<file path="src/hw/rtl/lfps_pkg.sv">
// ----------------------------------------------------------------------------
// lfps_pkg
// Shared types, constants and saturating helpers for the steering controller.
// ----------------------------------------------------------------------------
package lfps_pkg;

  localparam logic signed [31:0] QMAX = 32'sh7FFF_FFFF;
  localparam logic signed [31:0] QMIN = 32'sh8000_0000;
  localparam logic signed [31:0] QONE = 32'sh0001_0000;

  localparam int unsigned DEF_FILTER_TAU    = 0;
  localparam int unsigned DEF_PREDICT_TIME  = 0;
  localparam int unsigned DEF_CUBIC_GAIN    = 0;
  localparam int unsigned DEF_SLEW_STEP     = 0;
  localparam int unsigned DEF_SLOWDOWN_GAIN = 0;
  localparam int unsigned DEF_MIN_BASE      = 0;

  typedef enum logic {
    ALU_MUL,
    ALU_DIV
  } alu_op_e;

  typedef struct packed {
    logic    start;
    alu_op_e op;
  } alu_ctrl_t;

  typedef enum logic [2:0] {
    REG_PROP_GAIN     = 3'd0,
    REG_INTEG_GAIN    = 3'd1,
    REG_DERIV_GAIN    = 3'd2,
    REG_INTEG_BOUND   = 3'd3,
    REG_CORR_BOUND    = 3'd4,
    REG_CRUISE_SPEED  = 3'd5,
    REG_WHEEL_FLOOR   = 3'd6,
    REG_WHEEL_CEILING = 3'd7
  } cfg_idx_e;

  typedef enum logic [4:0] {
    ST_IDLE,
    ST_MUL_EDT,
    ST_DIV_D,
    ST_FILT_SEL,
    ST_DIV_ALPHA,
    ST_MUL_FILT,
    ST_MUL_DTERM,
    ST_MUL_PRED,
    ST_MUL_EDGE1,
    ST_MUL_EDGE2,
    ST_MUL_EDGE3,
    ST_MUL_P,
    ST_MUL_I1,
    ST_MUL_I2,
    ST_MUL_SLOW1,
    ST_MUL_SLOW2,
    ST_FINISH,
    ST_OUT
  } seq_state_e;

  function automatic logic signed [31:0] sat_add(logic signed [31:0] a,
                                                 logic signed [31:0] b);
    logic signed [32:0] s;
    s = {a[31], a} + {b[31], b};
    if (s[32] != s[31]) return s[32] ? QMIN : QMAX;
    return s[31:0];
  endfunction

  function automatic logic signed [31:0] sat_sub(logic signed [31:0] a,
                                                 logic signed [31:0] b);
    logic signed [32:0] s;
    s = {a[31], a} - {b[31], b};
    if (s[32] != s[31]) return s[32] ? QMIN : QMAX;
    return s[31:0];
  endfunction

  function automatic logic signed [31:0] clamp(logic signed [31:0] v,
                                               logic signed [31:0] lo,
                                               logic signed [31:0] hi);
    if (v < lo) return lo;
    if (v > hi) return hi;
    return v;
  endfunction

  function automatic logic signed [31:0] abs_sat(logic signed [31:0] v);
    if (v == QMIN) return QMAX;
    return v[31] ? -v : v;
  endfunction

endpackage

</file>
<file path="src/hw/rtl/lfps_serial_alu.sv">
// ----------------------------------------------------------------------------
// lfps_serial_alu
// Bit-serial Q16.16 multiply (32 steps) and divide (48 steps), saturated.
// ----------------------------------------------------------------------------
module lfps_serial_alu
  import lfps_pkg::*;
(
  input  logic               clk_i,
  input  logic               rst_ni,
  input  alu_ctrl_t          ctrl_i,
  input  logic signed [31:0] a_i,
  input  logic signed [31:0] b_i,
  output logic               done_o,
  output logic signed [31:0] res_o
);

  localparam logic [5:0] MUL_LAST = 6'd31;
  localparam logic [5:0] DIV_LAST = 6'd47;

  alu_op_e     op_q, op_d;
  logic        busy_q, busy_d, done_q, done_d;
  logic [5:0]  cnt_q, cnt_d;
  logic [32:0] hi_q, hi_d;
  logic [31:0] lo_q, lo_d, ma_q, ma_d;
  logic [47:0] num_q, num_d;
  logic [17:0] rem_q, rem_d;
  logic [16:0] den_q, den_d;
  logic        neg_q, neg_d;

  logic [32:0] addend, sum;
  logic [17:0] rt;
  logic        ge;
  logic [31:0] ua;

  always_comb begin
    op_d   = op_q;
    busy_d = busy_q;
    done_d = 1'b0;
    cnt_d  = cnt_q;
    hi_d   = hi_q;
    lo_d   = lo_q;
    ma_d   = ma_q;
    num_d  = num_q;
    rem_d  = rem_q;
    den_d  = den_q;
    neg_d  = neg_q;
    addend = {ma_q[31], ma_q};
    sum    = hi_q;
    rt     = {rem_q[16:0], num_q[47]};
    ge     = rt >= {1'b0, den_q};
    ua     = a_i[31] ? (~a_i + 32'd1) : a_i;
    if (ctrl_i.start) begin
      op_d   = ctrl_i.op;
      busy_d = 1'b1;
      cnt_d  = '0;
      if (ctrl_i.op == ALU_MUL) begin
        hi_d = '0;
        lo_d = b_i;
        ma_d = a_i;
      end else begin
        neg_d = a_i[31];
        num_d = {ua, 16'h0000};
        rem_d = '0;
        den_d = b_i[16:0];
      end
    end else if (busy_q) begin
      if (op_q == ALU_MUL) begin
        if (lo_q[0]) sum = (cnt_q == MUL_LAST) ? hi_q - addend : hi_q + addend;
        hi_d = {sum[32], sum[32:1]};
        lo_d = {sum[0], lo_q[31:1]};
      end else begin
        rem_d = ge ? rt - {1'b0, den_q} : rt;
        num_d = {num_q[46:0], ge};
      end
      cnt_d = cnt_q + 6'd1;
      if (cnt_q == ((op_q == ALU_MUL) ? MUL_LAST : DIV_LAST)) begin
        busy_d = 1'b0;
        done_d = 1'b1;
      end
    end
  end

  always_ff @(posedge clk_i or negedge rst_ni) begin
    if (!rst_ni) begin
      busy_q <= 1'b0;
      done_q <= 1'b0;
      cnt_q  <= '0;
      op_q   <= ALU_MUL;
    end else begin
      busy_q <= busy_d;
      done_q <= done_d;
      cnt_q  <= cnt_d;
      op_q   <= op_d;
    end
  end

  always_ff @(posedge clk_i) begin
    hi_q  <= hi_d;
    lo_q  <= lo_d;
    ma_q  <= ma_d;
    num_q <= num_d;
    rem_q <= rem_d;
    den_q <= den_d;
    neg_q <= neg_d;
  end

  // product is {hi[31:0], lo}; floor shift by 16 then saturate
  always_comb begin
    if (op_q == ALU_MUL) begin
      if ((&hi_q[31:15]) || !(|hi_q[31:15])) res_o = {hi_q[15:0], lo_q[31:16]};
      else res_o = hi_q[31] ? QMIN : QMAX;
    end else if (neg_q) begin
      if ((|num_q[47:32]) || (num_q[31] && (|num_q[30:0]))) res_o = QMIN;
      else res_o = -num_q[31:0];
    end else begin
      if (|num_q[47:31]) res_o = QMAX;
      else res_o = num_q[31:0];
    end
  end

  assign done_o = done_q;

endmodule

</file>
<file path="src/hw/rtl/line_follow_pid_steering.sv">
// ----------------------------------------------------------------------------
// line_follow_pid_steering
// PID line-follow steering with anti-windup, slew limit and speed slowdown.
// ----------------------------------------------------------------------------
// channel  dir  content
// s_axis   in   tdata {step_time, line_error}, tuser line_seen
// m_axis   out  tdata {base_out, steer_out, right_speed, left_speed}, tuser tracking
// cfg      in   write enable, index, data
//
// A clear beat (line lost or zero step) skips the arithmetic and goes from accept straight to the output state.
// A control beat runs 11 or 12 multiplies and up to 2 divides on the one shared
// bit-serial unit, one after another.
// Reset clears state, output valid, integrator, filter, previous error, steer and
// base; a finished result waits in the output register while the next beat is taken.
// ----------------------------------------------------------------------------
module line_follow_pid_steering
  import lfps_pkg::*;
#(
  parameter int unsigned FILTER_TAU    = DEF_FILTER_TAU,
  parameter int unsigned PREDICT_TIME  = DEF_PREDICT_TIME,
  parameter int unsigned CUBIC_GAIN    = DEF_CUBIC_GAIN,
  parameter int unsigned SLEW_STEP     = DEF_SLEW_STEP,
  parameter int unsigned SLOWDOWN_GAIN = DEF_SLOWDOWN_GAIN,
  parameter int unsigned MIN_BASE      = DEF_MIN_BASE
) (
  input  logic         clk_i,
  input  logic         rst_ni,
  input  logic         s_axis_tvalid,
  output logic         s_axis_tready,
  input  logic [47:0]  s_axis_tdata,  // line_error[31:0], step_time[47:32]
  input  logic         s_axis_tuser,  // line_seen
  output logic         m_axis_tvalid,
  input  logic         m_axis_tready,
  output logic [127:0] m_axis_tdata,  // left, right, steer_out, base_out
  output logic         m_axis_tuser,  // tracking
  input  logic         cfg_we_i,
  input  logic [2:0]   cfg_addr_i,
  input  logic [31:0]  cfg_wdata_i
);

  localparam logic signed [31:0] P_TAU  = 32'(FILTER_TAU);
  localparam logic signed [31:0] P_PT   = 32'(PREDICT_TIME);
  localparam logic signed [31:0] P_EG   = 32'(CUBIC_GAIN);
  localparam logic signed [31:0] P_SLEW = 32'(SLEW_STEP);
  localparam logic signed [31:0] P_SG   = 32'(SLOWDOWN_GAIN);
  localparam logic signed [31:0] P_MINB = 32'(MIN_BASE);

  logic [30:0]        pg_q, ig_q, dg_q, ib_q, cb_q, cs_q;
  logic signed [31:0] wf_q, wc_q;

  always_ff @(posedge clk_i or negedge rst_ni) begin
    if (!rst_ni) begin
      pg_q <= '0; ig_q <= '0; dg_q <= '0; ib_q <= '0;
      cb_q <= '0; cs_q <= '0; wf_q <= '0; wc_q <= '0;
    end else if (cfg_we_i) begin
      unique case (cfg_idx_e'(cfg_addr_i))
        REG_PROP_GAIN:     pg_q <= cfg_wdata_i[30:0];
        REG_INTEG_GAIN:    ig_q <= cfg_wdata_i[30:0];
        REG_DERIV_GAIN:    dg_q <= cfg_wdata_i[30:0];
        REG_INTEG_BOUND:   ib_q <= cfg_wdata_i[30:0];
        REG_CORR_BOUND:    cb_q <= cfg_wdata_i[30:0];
        REG_CRUISE_SPEED:  cs_q <= cfg_wdata_i[30:0];
        REG_WHEEL_FLOOR:   wf_q <= cfg_wdata_i;
        REG_WHEEL_CEILING: wc_q <= cfg_wdata_i;
        default: ;
      endcase
    end
  end

  logic signed [31:0] pg, ig, dg, ib, cb, cs;
  assign pg = {1'b0, pg_q};
  assign ig = {1'b0, ig_q};
  assign dg = {1'b0, dg_q};
  assign ib = {1'b0, ib_q};
  assign cb = {1'b0, cb_q};
  assign cs = {1'b0, cs_q};

  seq_state_e state_q, state_d;
  logic       launched_q, launched_d;
  alu_ctrl_t  alu_ctrl;
  logic signed [31:0] alu_a, alu_b, r;
  logic       alu_done;

  logic signed [31:0] e_q, e_d, cand_q, cand_d, rawd_q, rawd_d, fd_q, fd_d;
  logic signed [31:0] dterm_q, dterm_d, ce_q, ce_d, edge_term_q, edge_term_d;
  logic signed [31:0] pterm_q, pterm_d, tmp_q, tmp_d, integ_q, integ_d;
  logic signed [31:0] prev_q, prev_d, steer_q, steer_d, base_q, base_d;
  logic signed [31:0] left_q, left_d, right_q, right_d;
  logic [15:0]        dt_q, dt_d;
  logic               have_prev_q, have_prev_d, trk_q, trk_d;
  logic               ovalid_q, ovalid_d;
  logic [127:0]       odata_q, odata_d;
  logic               ouser_q, ouser_d;
  logic signed [31:0] raw, amp, des;
  logic               in_acc, in_clear, op_state;

  assign s_axis_tready = (state_q == ST_IDLE);
  assign in_acc   = s_axis_tvalid && s_axis_tready;
  assign in_clear = !s_axis_tuser || (s_axis_tdata[47:32] == 16'h0000);

  lfps_serial_alu u_alu (
    .clk_i  (clk_i),
    .rst_ni (rst_ni),
    .ctrl_i (alu_ctrl),
    .a_i    (alu_a),
    .b_i    (alu_b),
    .done_o (alu_done),
    .res_o  (r)
  );

  // next state
  always_comb begin
    state_d = state_q;
    unique case (state_q)
      ST_IDLE:      if (in_acc) state_d = in_clear ? ST_OUT : ST_MUL_EDT;
      ST_MUL_EDT:   if (alu_done) state_d = have_prev_q ? ST_DIV_D : ST_FILT_SEL;
      ST_DIV_D:     if (alu_done) state_d = ST_FILT_SEL;
      ST_FILT_SEL:  state_d = (FILTER_TAU > 0) ? ST_DIV_ALPHA : ST_MUL_DTERM;
      ST_DIV_ALPHA: if (alu_done) state_d = ST_MUL_FILT;
      ST_MUL_FILT:  if (alu_done) state_d = ST_MUL_DTERM;
      ST_MUL_DTERM: if (alu_done) state_d = ST_MUL_PRED;
      ST_MUL_PRED:  if (alu_done) state_d = ST_MUL_EDGE1;
      ST_MUL_EDGE1: if (alu_done) state_d = ST_MUL_EDGE2;
      ST_MUL_EDGE2: if (alu_done) state_d = ST_MUL_EDGE3;
      ST_MUL_EDGE3: if (alu_done) state_d = ST_MUL_P;
      ST_MUL_P:     if (alu_done) state_d = ST_MUL_I1;
      ST_MUL_I1:    if (alu_done) state_d = ST_MUL_I2;
      ST_MUL_I2:    if (alu_done) state_d = ST_MUL_SLOW1;
      ST_MUL_SLOW1: if (alu_done) state_d = ST_MUL_SLOW2;
      ST_MUL_SLOW2: if (alu_done) state_d = ST_FINISH;
      ST_FINISH:    state_d = ST_OUT;
      ST_OUT:       if (!ovalid_q || m_axis_tready) state_d = ST_IDLE;
      default:      state_d = ST_IDLE;
    endcase
  end

  // unit operands
  always_comb begin
    op_state = 1'b1;
    alu_ctrl.op = ALU_MUL;
    alu_a = '0;
    alu_b = '0;
    unique case (state_q)
      ST_MUL_EDT:   begin alu_a = e_q; alu_b = {16'h0000, dt_q}; end
      ST_DIV_D:     begin
        alu_ctrl.op = ALU_DIV; alu_a = sat_sub(e_q, prev_q); alu_b = {16'h0000, dt_q};
      end
      ST_DIV_ALPHA: begin
        alu_ctrl.op = ALU_DIV; alu_a = {16'h0000, dt_q};
        alu_b = P_TAU + {16'h0000, dt_q};
      end
      ST_MUL_FILT:  begin alu_a = tmp_q; alu_b = sat_sub(rawd_q, fd_q); end
      ST_MUL_DTERM: begin alu_a = dg; alu_b = fd_q; end
      ST_MUL_PRED:  begin alu_a = P_PT; alu_b = fd_q; end
      ST_MUL_EDGE1: begin alu_a = P_EG; alu_b = ce_q; end
      ST_MUL_EDGE2: begin alu_a = tmp_q; alu_b = ce_q; end
      ST_MUL_EDGE3: begin alu_a = tmp_q; alu_b = ce_q; end
      ST_MUL_P:     begin alu_a = pg; alu_b = ce_q; end
      ST_MUL_I1:    begin alu_a = ig; alu_b = cand_q; end
      ST_MUL_I2:    begin alu_a = ig; alu_b = integ_q; end
      ST_MUL_SLOW1: begin alu_a = P_SG; alu_b = abs_sat(ce_q); end
      ST_MUL_SLOW2: begin alu_a = P_SG; alu_b = abs_sat(fd_q); end
      default:      op_state = 1'b0;
    endcase
    alu_ctrl.start = op_state && !launched_q;
    launched_d = op_state && !alu_done;
  end

  // datapath
  always_comb begin
    e_d = e_q; dt_d = dt_q; cand_d = cand_q; rawd_d = rawd_q; fd_d = fd_q;
    dterm_d = dterm_q; ce_d = ce_q; edge_term_d = edge_term_q; pterm_d = pterm_q;
    tmp_d = tmp_q; integ_d = integ_q; prev_d = prev_q; have_prev_d = have_prev_q;
    steer_d = steer_q; base_d = base_q; left_d = left_q; right_d = right_q;
    trk_d = trk_q; ovalid_d = ovalid_q; odata_d = odata_q; ouser_d = ouser_q;
    raw = sat_add(sat_add(sat_add(pterm_q, r), dterm_q), edge_term_q);
    amp = clamp(raw, -cb, cb);
    des = sat_sub(tmp_q, r);
    if (m_axis_tready) ovalid_d = 1'b0;
    unique case (state_q)
      ST_IDLE: if (in_acc) begin
        e_d  = s_axis_tdata[31:0];
        dt_d = s_axis_tdata[47:32];
        if (in_clear) begin
          integ_d = '0; fd_d = '0; prev_d = '0; have_prev_d = 1'b0;
          steer_d = '0; base_d = '0; left_d = '0; right_d = '0; trk_d = 1'b0;
        end
      end
      ST_MUL_EDT: if (alu_done) begin
        cand_d = clamp(sat_add(integ_q, r), -ib, ib);
        rawd_d = '0;
      end
      ST_DIV_D:     if (alu_done) rawd_d = r;
      ST_FILT_SEL:  if (FILTER_TAU == 0) fd_d = rawd_q;
      ST_DIV_ALPHA: if (alu_done) tmp_d = r;
      ST_MUL_FILT:  if (alu_done) fd_d = sat_add(fd_q, r);
      ST_MUL_DTERM: if (alu_done) dterm_d = r;
      ST_MUL_PRED:  if (alu_done) ce_d = clamp(sat_add(e_q, r), -QONE, QONE);
      ST_MUL_EDGE1: if (alu_done) tmp_d = r;
      ST_MUL_EDGE2: if (alu_done) tmp_d = r;
      ST_MUL_EDGE3: if (alu_done) edge_term_d = r;
      ST_MUL_P:     if (alu_done) pterm_d = r;
      ST_MUL_I1: if (alu_done) begin
        if ((raw < cb || e_q[31]) && (raw > -cb || (!e_q[31] && e_q != 0)))
          integ_d = cand_q;
      end
      ST_MUL_I2: if (alu_done) begin
        if (SLEW_STEP > 0)
          steer_d = clamp(amp, sat_sub(steer_q, P_SLEW), sat_add(steer_q, P_SLEW));
        else
          steer_d = amp;
      end
      ST_MUL_SLOW1: if (alu_done) tmp_d = sat_sub(cs, r);
      ST_MUL_SLOW2: if (alu_done) begin
        if (SLEW_STEP > 0 && have_prev_q)
          base_d = clamp(clamp(des, P_MINB, cs), sat_sub(base_q, P_SLEW),
                         sat_add(base_q, P_SLEW));
        else
          base_d = clamp(des, P_MINB, cs);
      end
      ST_FINISH: begin
        left_d  = clamp(sat_add(base_q, steer_q), wf_q, wc_q);
        right_d = clamp(sat_sub(base_q, steer_q), wf_q, wc_q);
        prev_d = e_q; have_prev_d = 1'b1; trk_d = 1'b1;
      end
      ST_OUT: if (!ovalid_q || m_axis_tready) begin
        ovalid_d = 1'b1;
        odata_d  = {base_q, steer_q, right_q, left_q};
        ouser_d  = trk_q;
      end
      default: ;
    endcase
  end

  always_ff @(posedge clk_i or negedge rst_ni) begin
    if (!rst_ni) begin
      state_q <= ST_IDLE; launched_q <= 1'b0; ovalid_q <= 1'b0;
      integ_q <= '0; fd_q <= '0; prev_q <= '0; have_prev_q <= 1'b0;
      steer_q <= '0; base_q <= '0;
    end else begin
      state_q <= state_d; launched_q <= launched_d; ovalid_q <= ovalid_d;
      integ_q <= integ_d; fd_q <= fd_d; prev_q <= prev_d; have_prev_q <= have_prev_d;
      steer_q <= steer_d; base_q <= base_d;
    end
  end

  always_ff @(posedge clk_i) begin
    e_q <= e_d; dt_q <= dt_d; cand_q <= cand_d; rawd_q <= rawd_d;
    dterm_q <= dterm_d; ce_q <= ce_d; edge_term_q <= edge_term_d; pterm_q <= pterm_d;
    tmp_q <= tmp_d; left_q <= left_d; right_q <= right_d; trk_q <= trk_d;
    odata_q <= odata_d; ouser_q <= ouser_d;
  end

  assign m_axis_tvalid = ovalid_q;
  assign m_axis_tdata  = odata_q;
  assign m_axis_tuser  = ouser_q;

`ifndef SYNTHESIS
  a_clear_state: assert property (@(posedge clk_i) disable iff (!rst_ni)
    in_acc && in_clear |=> !have_prev_q && integ_q == 0 && steer_q == 0)
    else $error("state not cleared");
  a_idle_result: assert property (@(posedge clk_i) disable iff (!rst_ni)
    m_axis_tvalid && !m_axis_tuser |-> m_axis_tdata == '0)
    else $error("cleared beat with nonzero speeds");
  a_done_busy: assert property (@(posedge clk_i) disable iff (!rst_ni)
    alu_done |-> state_q != ST_IDLE && state_q != ST_OUT && launched_q)
    else $error("unit done without a launched op");
`endif

endmodule
</file>
<file path="config.mk">
export PLATFORM = sky130hd
export DESIGN_NAME = line_follow_pid_steering
export DESIGN_NICKNAME = d
export VERILOG_FILES = /design/src/hw/rtl/lfps_pkg.sv /design/src/hw/rtl/lfps_serial_alu.sv /design/src/hw/rtl/line_follow_pid_steering.sv
export SDC_FILE = /design/constraint.sdc
export NUM_CORES = 2
export LEC_CHECK = 0
export BUFFER_PORTS_ARGS = -buffer_cell sky130_fd_sc_hd__buf_2
export CAP_MARGIN = 25
export CELL_PAD_IN_SITES_DETAIL_PLACEMENT = 1
export CELL_PAD_IN_SITES_GLOBAL_PLACEMENT = 1
export CORE_MARGIN = 2
export CORE_UTILIZATION = 30
export DETAILED_ROUTE_END_ITERATION = 8
export GPL_ROUTABILITY_DRIVEN = 0
export PLACE_DENSITY = 0.58
export SYNTH_ARGS = -nofsm -noshare
export SYNTH_HDL_FRONTEND = slang
export SYNTH_HIERARCHICAL = 1
export SYNTH_SLANG_ARGS = --single-unit
export TNS_END_PERCENT = 20
</file>
<file path="constraint.sdc">
create_clock -name clk_i -period 31.6 [get_ports clk_i]
set_input_delay 1.58 -clock clk_i [delete_from_list [all_inputs] [get_ports clk_i]]
set_output_delay 1.58 -clock clk_i [all_outputs]
set_load 0.005 [all_outputs]
</file>
Word-level counts from Yosys, hierarchy flattened:

Cells that the tools add are included.

* $add $sub $neg: 22
* reduce and logical (&&, ||, !) cells: 71
* multiplexer cells: 217
* magnitude comparators: 15
* equality and inequality tests: 62
* bitwise gates (word level): 2

Operators by type and width (number)
* two-way mux 32 bit: 93
* case mux 32 bit (2 select lines): 8
* case mux 32 bit (8 select lines): 1
* adder 32 x 32 -> 33 bit: 7
* case mux 32 bit (7 select lines): 1
* two-way mux 33 bit: 6
* > comparator 32 bit: 6
* two-way mux 48 bit: 4
* subtractor 32 x 32 -> 33 bit: 5
* less-than comparator 32 bit: 5
* negator 32 bit: 3
* case mux 32 bit (3 select lines): 1
* case mux 5 bit (18 select lines): 1
* two-way mux 17 bit: 5
* two-way mux 5 bit: 17
* two-way mux 1 bit: 76
* == test 32 bit (second input constant): 2
* negator 31 -> 32 bit: 2
* == test 5 x 4 -> 1 bit (second input constant): 8
* != test 2 x 1 -> 1 bit (second input constant): 18
* AND reduction 2 bit: 17
* OR reduction 17 bit: 2
* adder 33 bit: 1
* subtractor 33 bit: 1
* 42 further kinds: 99

* word-level logic and storage cells: 431
* bits of input ports: 89
* register bits: 1073

Logic depth before layout (Yosys ltp):

* word-level depth: 25
* depth in mapped cells: 80
* gate-level depth less buffers: 71

Modules after synthesis:

The synthesis kept the hierarchy.

Modules (own cells, without submodules)
* line_follow_pid_steering: cells an instance 7068, sequential area each 24398.4 um2, area each 66481.3 um2, times used 1
* lfps_serial_alu: cells an instance 1281, sequential area each 5600.4 um2, area each 12500.7 um2, times used 1

Least setup slack after synthesis:

Ideal clock, no wire load.

* path kind: reg-to-reg
* from: register u_alu.num_q[6]
* to: register integ_q[10]
* cell stages (with the launch flop): 75
* data arrival time: 16.420 ns
* clock period less this slack: 16.545 ns
* library setup time: 0.125 ns
* path buffers: 7
* required time: 31.475 ns
* setup slack: 15.055 ns
* path through: edfxtp_1 -> or4_1 -> nor2_1 -> or4b_1 -> o41ai_1 -> nor2b_1 -> nand2_1 -> clkbuf_1 -> nor3b_1 -> a21oi_1 -> a21oi_1 -> ha_1 -> o21ai_0 -> a2111oi_0 -> o31ai_1 -> a21oi_1 -> o311ai_0 -> a21oi_1 -> [... 39 more ...] -> xor2_1 -> ha_1 -> buf_1 -> nand2b_1 -> clkbuf_1 -> o21ai_0 -> ha_1 -> a21o_1 -> a21o_1 -> a211oi_1 -> nor2_1 -> o31a_1 -> nor3_1 -> xnor2_1 -> o22ai_1 -> a22oi_1 -> clkbuf_1 -> mux2_2

* word-level cells in the longest chain between the ends: 23
* elaborated cells between the ends (all ways): 33
* those cells by class: 4 x add/sub; 2 x order compare; 4 x eq/ne; 16 x mux; 7 x reduce/logical

RTL lines
* start: declaration: line lfps_serial_alu.sv:25 `logic [47:0] num_q, num_d;`
* start signal: assignment: line lfps_serial_alu.sv:101 `num_q <= num_d;`
* OR reduction 31 bit *: line lfps_serial_alu.sv:113 `if ((|num_q[47:32]) || (num_q[31] && (|num_q[30:0]))) res_o = QMIN;`
* logical AND 1 bit *: line lfps_serial_alu.sv:113
* logical OR 1 bit *: line lfps_serial_alu.sv:113
* two-way mux 32 bit *: line lfps_serial_alu.sv:113
* two-way mux 32 bit *: line lfps_serial_alu.sv:112 `end else if (neg_q) begin`
* two-way mux 32 bit *: line lfps_serial_alu.sv:109 `if (op_q == ALU_MUL) begin`
* net r[5]: line line_follow_pid_steering.sv:81 `logic signed [31:0] alu_a, alu_b, r;`
* adder 32 x 32 -> 33 bit *: line lfps_pkg.sv:63 `s = {a[31], a} + {b[31], b};`
* [... 8 more ...]
* two-way mux 32 bit or != test 1 bit (tied branches): line lfps_pkg.sv:64 `if (s[32] != s[31]) return s[32] ? QMIN : QMAX;`
* two-way mux 32 bit or two-way mux 1 bit (tied branches): line lfps_pkg.sv:64
* two-way mux 32 bit *: line lfps_pkg.sv:65 `return s[31:0];`
* less-than comparator 32 bit or > comparator 32 bit (tied branches): line line_follow_pid_steering.sv:204 `if ((raw < cb || e_q[31]) && (raw > -cb || (!e_q[31] && e_q != 0)))`
* logical OR 1 bit: line line_follow_pid_steering.sv:204
* logical AND 1 bit *: line line_follow_pid_steering.sv:204
* != test 2 bit (no source line) *
* AND reduction 5 bit (no source line) *
* end signal: assignment: line line_follow_pid_steering.sv:238 `integ_q <= '0; fd_q <= '0; prev_q <= '0; have_prev_q <= 1'b0;`
* end signal: assignment: line line_follow_pid_steering.sv:242 `integ_q <= integ_d; fd_q <= fd_d; prev_q <= prev_d; have_prev_q <= have_prev_d;`
* end: declaration: line line_follow_pid_steering.sv:86 `logic signed [31:0] pterm_q, pterm_d, tmp_q, tmp_d, integ_q, integ_d;`

The timed path passes the listed nets; every way through them passes the cells marked *. The select of a mux whose other input is x is not followed.
A chain may end at the register's enable or synchronous reset.

Worst setup path after layout:

* from: register u_alu.num_q[6]
* to: register integ_q[9]

The elaborated chain is that of the path after synthesis.

==> results.cfg <==
[clocking]
clk-insertion-delay-late_ns = 0.84
hold_buffers = 0
cts.sinks = 1070
tritoncts = done
number_of_gates_given_a_new_drive_strength_after_cts = 0
clk_root_buffer_cell = clkbuf_16
post_cts_buffers = 0
tritoncts.num_buffers = 132
ctsLongestPathBuffers = 3
clock_tree.htree_level_count = 4
clkTransAtPathRegs_ns = 0.07

[synth]
synth-async-reset-ratio_pct = 39.81
ys.warnings.count = 6
synth_seq_area_share_pct = 37.98
synth-edff-count = 644
synth-main-ff-cell = edfxtp_1
netlist_area_um2 = 78980
synth.ff_latch_count = 1070
synthCells = 8349
unique_cell_type_count_in_the_yosys_netlist = 99
syn_area_per_cell_um2 = 9.460
synth_nets = 9187

[layout]
layout.filler_cells = 30079
layout-area-overhead-vs-synth_pct = 13.40
layout_commonest_cell = ha_1
finalNetCount = 9376
layout.cells.most_common_list = ha_1, a21oi_1, o21ai_0
ff_latch_area_um2 = 30000
flip_flop_count_of_the_largest_register_all_copies_and_words_added = 127
post_route_cells_drive_above_1_share_pct = 12.77
multiInputGateArea_um2 = 46050

[setup_path]
critical_path_class = flip-flop to flip-flop
slowest_stage_delay_cp_ns = 0.78
crit-reg2reg-capture = integ_q[9]$_DFFE_PN0P_
timing.critical_path.buf_inv = 8
worst-path-max-fanout = 37
critPathMostFrequentCell = ha_1
endpoint_kind = flip-flop
cp_data_required_time_ns = 32.31
worst_setup_path_startpoint = u_alu/num_q[6]$_SDFFCE_PP0P_
r2r-start = u_alu/num_q[6]$_SDFFCE_PP0P_
rr_worst_depth = 72
setup.reg_to_reg.worst_slack_ns = 10.41
cp_delay_by_family_top = compound AO/OA/AOI/OAI gates
crit_path_top_delay_cell = ha_1
worst_setup_path_start_kind = flip-flop
arrival_ns = 21.90

[floorplanning]
design.core.area_um2 = 262000
initial_cell_density_of_the_core_pct = 30.14
die_h_um = 517.1
rows = 188
die_w_um = 517.1
floorplan.die_area_um2 = 267400
i_o_pins = 220

[worst_hold_path]
hold_depth = 0
min_delay_worst_endpoint = m_axis_tdata[18]$_DFFE_PP_
hold_path_startpoint = left_q[18]$_SDFFCE_PN0P_
timing.hold.worst.class = flip-flop to flip-flop

[timing]
tightestPinTransition_ns = 1.250
max_clock_freq_mhz = 47.19
hold_ws_ns = 0.4098
final.min_clock_period_ns = 21.19
layout_worst_path_cycle_share_pct = 67.06
fin_setup_tns_ns = 0
slew_viol_final = 0
worst_clock_skew_ns = 0.05424
report.final.hold_viol_count = 0
final-setup-viol-count = 0
unrepaired_setup_endpoints_after_global_routing = false
max-slew-margin-rel_pct = 16.10

[run_status]
outcome = finished clean

[detailed_routing]
drt_drc_violations_left = 0
post_drt_via_cell_ratio = 5.744
drt.antenna.violating_nets = 0
detailroute.via_count = 69996
dr.pass1.iters = 6
initialDrtViolationCount = 6378
wire_per_inst_um = 28.20
finalWirelength_mm = 343.7

[placement]
io_buffers = 218
dp.final_hpwl_mm = 269.1

[global_routing]
grt_first_pass_wirelength_mm = 494.3
track_usage_pct = 25.12
grt_antenna_before_repair = 55
grt_max_degree = 99
first_global_vias = 70426
globalRouteOverflowTotal = 0

[job]
maxCapViolCount = 0
==> cells by family (layout without fill, tap and decap cells) <==
group | after synthesis | after routing | synth area share (%)
xor+xnor | 529 | 529 | 5.866
other cells | 1 | 21 | 0.004748
simple gates | 2102 | 2102 | 13.15
fa+ha+maj | 750 | 750 | 12.01
flops | 1070 | 1070 | 37.98
compound gates | 2652 | 2652 | 21.53
buf+inv | 863 | 1164 | 4.120
mux | 382 | 382 | 5.332
==> synth_stat cells, drive strengths merged, types with 30 or more instances <==
master | number | area [um2]
nor3 | 161 | 815.8
ha | 735 | 9196
or3 | 78 | 499.2
and3 | 67 | 419.2
a211oi | 110 | 835.8
nand2 | 478 | 1797
or4 | 31 | 247.7
a221o | 78 | 780.8
o31ai | 61 | 471.7
a21o | 267 | 2004
a221oi | 30 | 262.8
nor4 | 55 | 359.1
edfxtp | 644 | 19340
a21oi | 718 | 3593
a22o | 73 | 639.4
a31oi | 55 | 344.1
o211ai | 55 | 412.9
xor2 | 180 | 1577
nand2b | 91 | 569.3
nand4 | 128 | 800.8
clkbuf | 320 | 1201
xnor2 | 349 | 3057
buf | 39 | 161.4
nor2 | 588 | 2215
and2 | 68 | 425.4
dfrtp | 426 | 10660
o21a | 100 | 750.7
mux2 | 310 | 3491
a22oi | 45 | 337.8
o21bai | 62 | 465.5
o21ai | 717 | 3588
inv | 504 | 1892
nor2b | 107 | 669.4
mux2i | 72 | 720.7
or2 | 41 | 256.5
nand3 | 128 | 640.6
==> routing by layer <==
layer / vias to the layer above / track usage, % / share of wire, %
met4: 4 / 11.08 / 4.7
met1: 35658 / 33.92 / 44
met2: 2358 / 38.93 / 44
met5: - / 0 / 0.0081
met3: 565 / 4.670 / 7.2
li1: 31411 / - / -
==> stage by stage <==
step	instance area, um2	utilization (%)	setup WS [ns]	instances
2_1_floorplan	78980	-	15.06	8349
3_3_place_gp	84760	32.35	10.66	11898
3_5_place_dp	84820	32.37	9.993	11905
4_1_cts	89320	34.09	9.939	12151
5_1_grt	89520	34.16	8.606	12166
6_report	89560	34.18	10.41	12185
==> how the worst max path moves through the flow <==
stage / depth (start not counted) / slack [ns] / end
after detailed placement: 70 / 9.99 / steer_q[26]$_DFFE_PN0P_
after CTS: 70 / 9.94 / steer_q[26]$_DFFE_PN0P_
after global routing: 72 / 8.61 / integ_q[0]$_DFFE_PN0P_
final: 72 / 10.41 / integ_q[9]$_DFFE_PN0P_
after floorplan: 74 / 15.06 / integ_q[10]$_DFFE_PN0P_
after global placement: 70 / 10.66 / steer_q[4]$_DFFE_PN0P_
==> layout make-up <==
type | count | share of cell area [%]
flip-flops and latches | 1070 | 33.49
repair buffers | 414 | 2.973
multi-input cells | 6416 | 51.42
clock inverters | 87 | 1.162
inverters | 504 | 2.115
clock buffers | 159 | 3.868
well taps | 3515 | 4.910
diodes | 20 | 0.05588
Power is left out: the tool's default activity adds up to more than one toggle a clock period on the data nets, which glitch-free logic cannot reach.
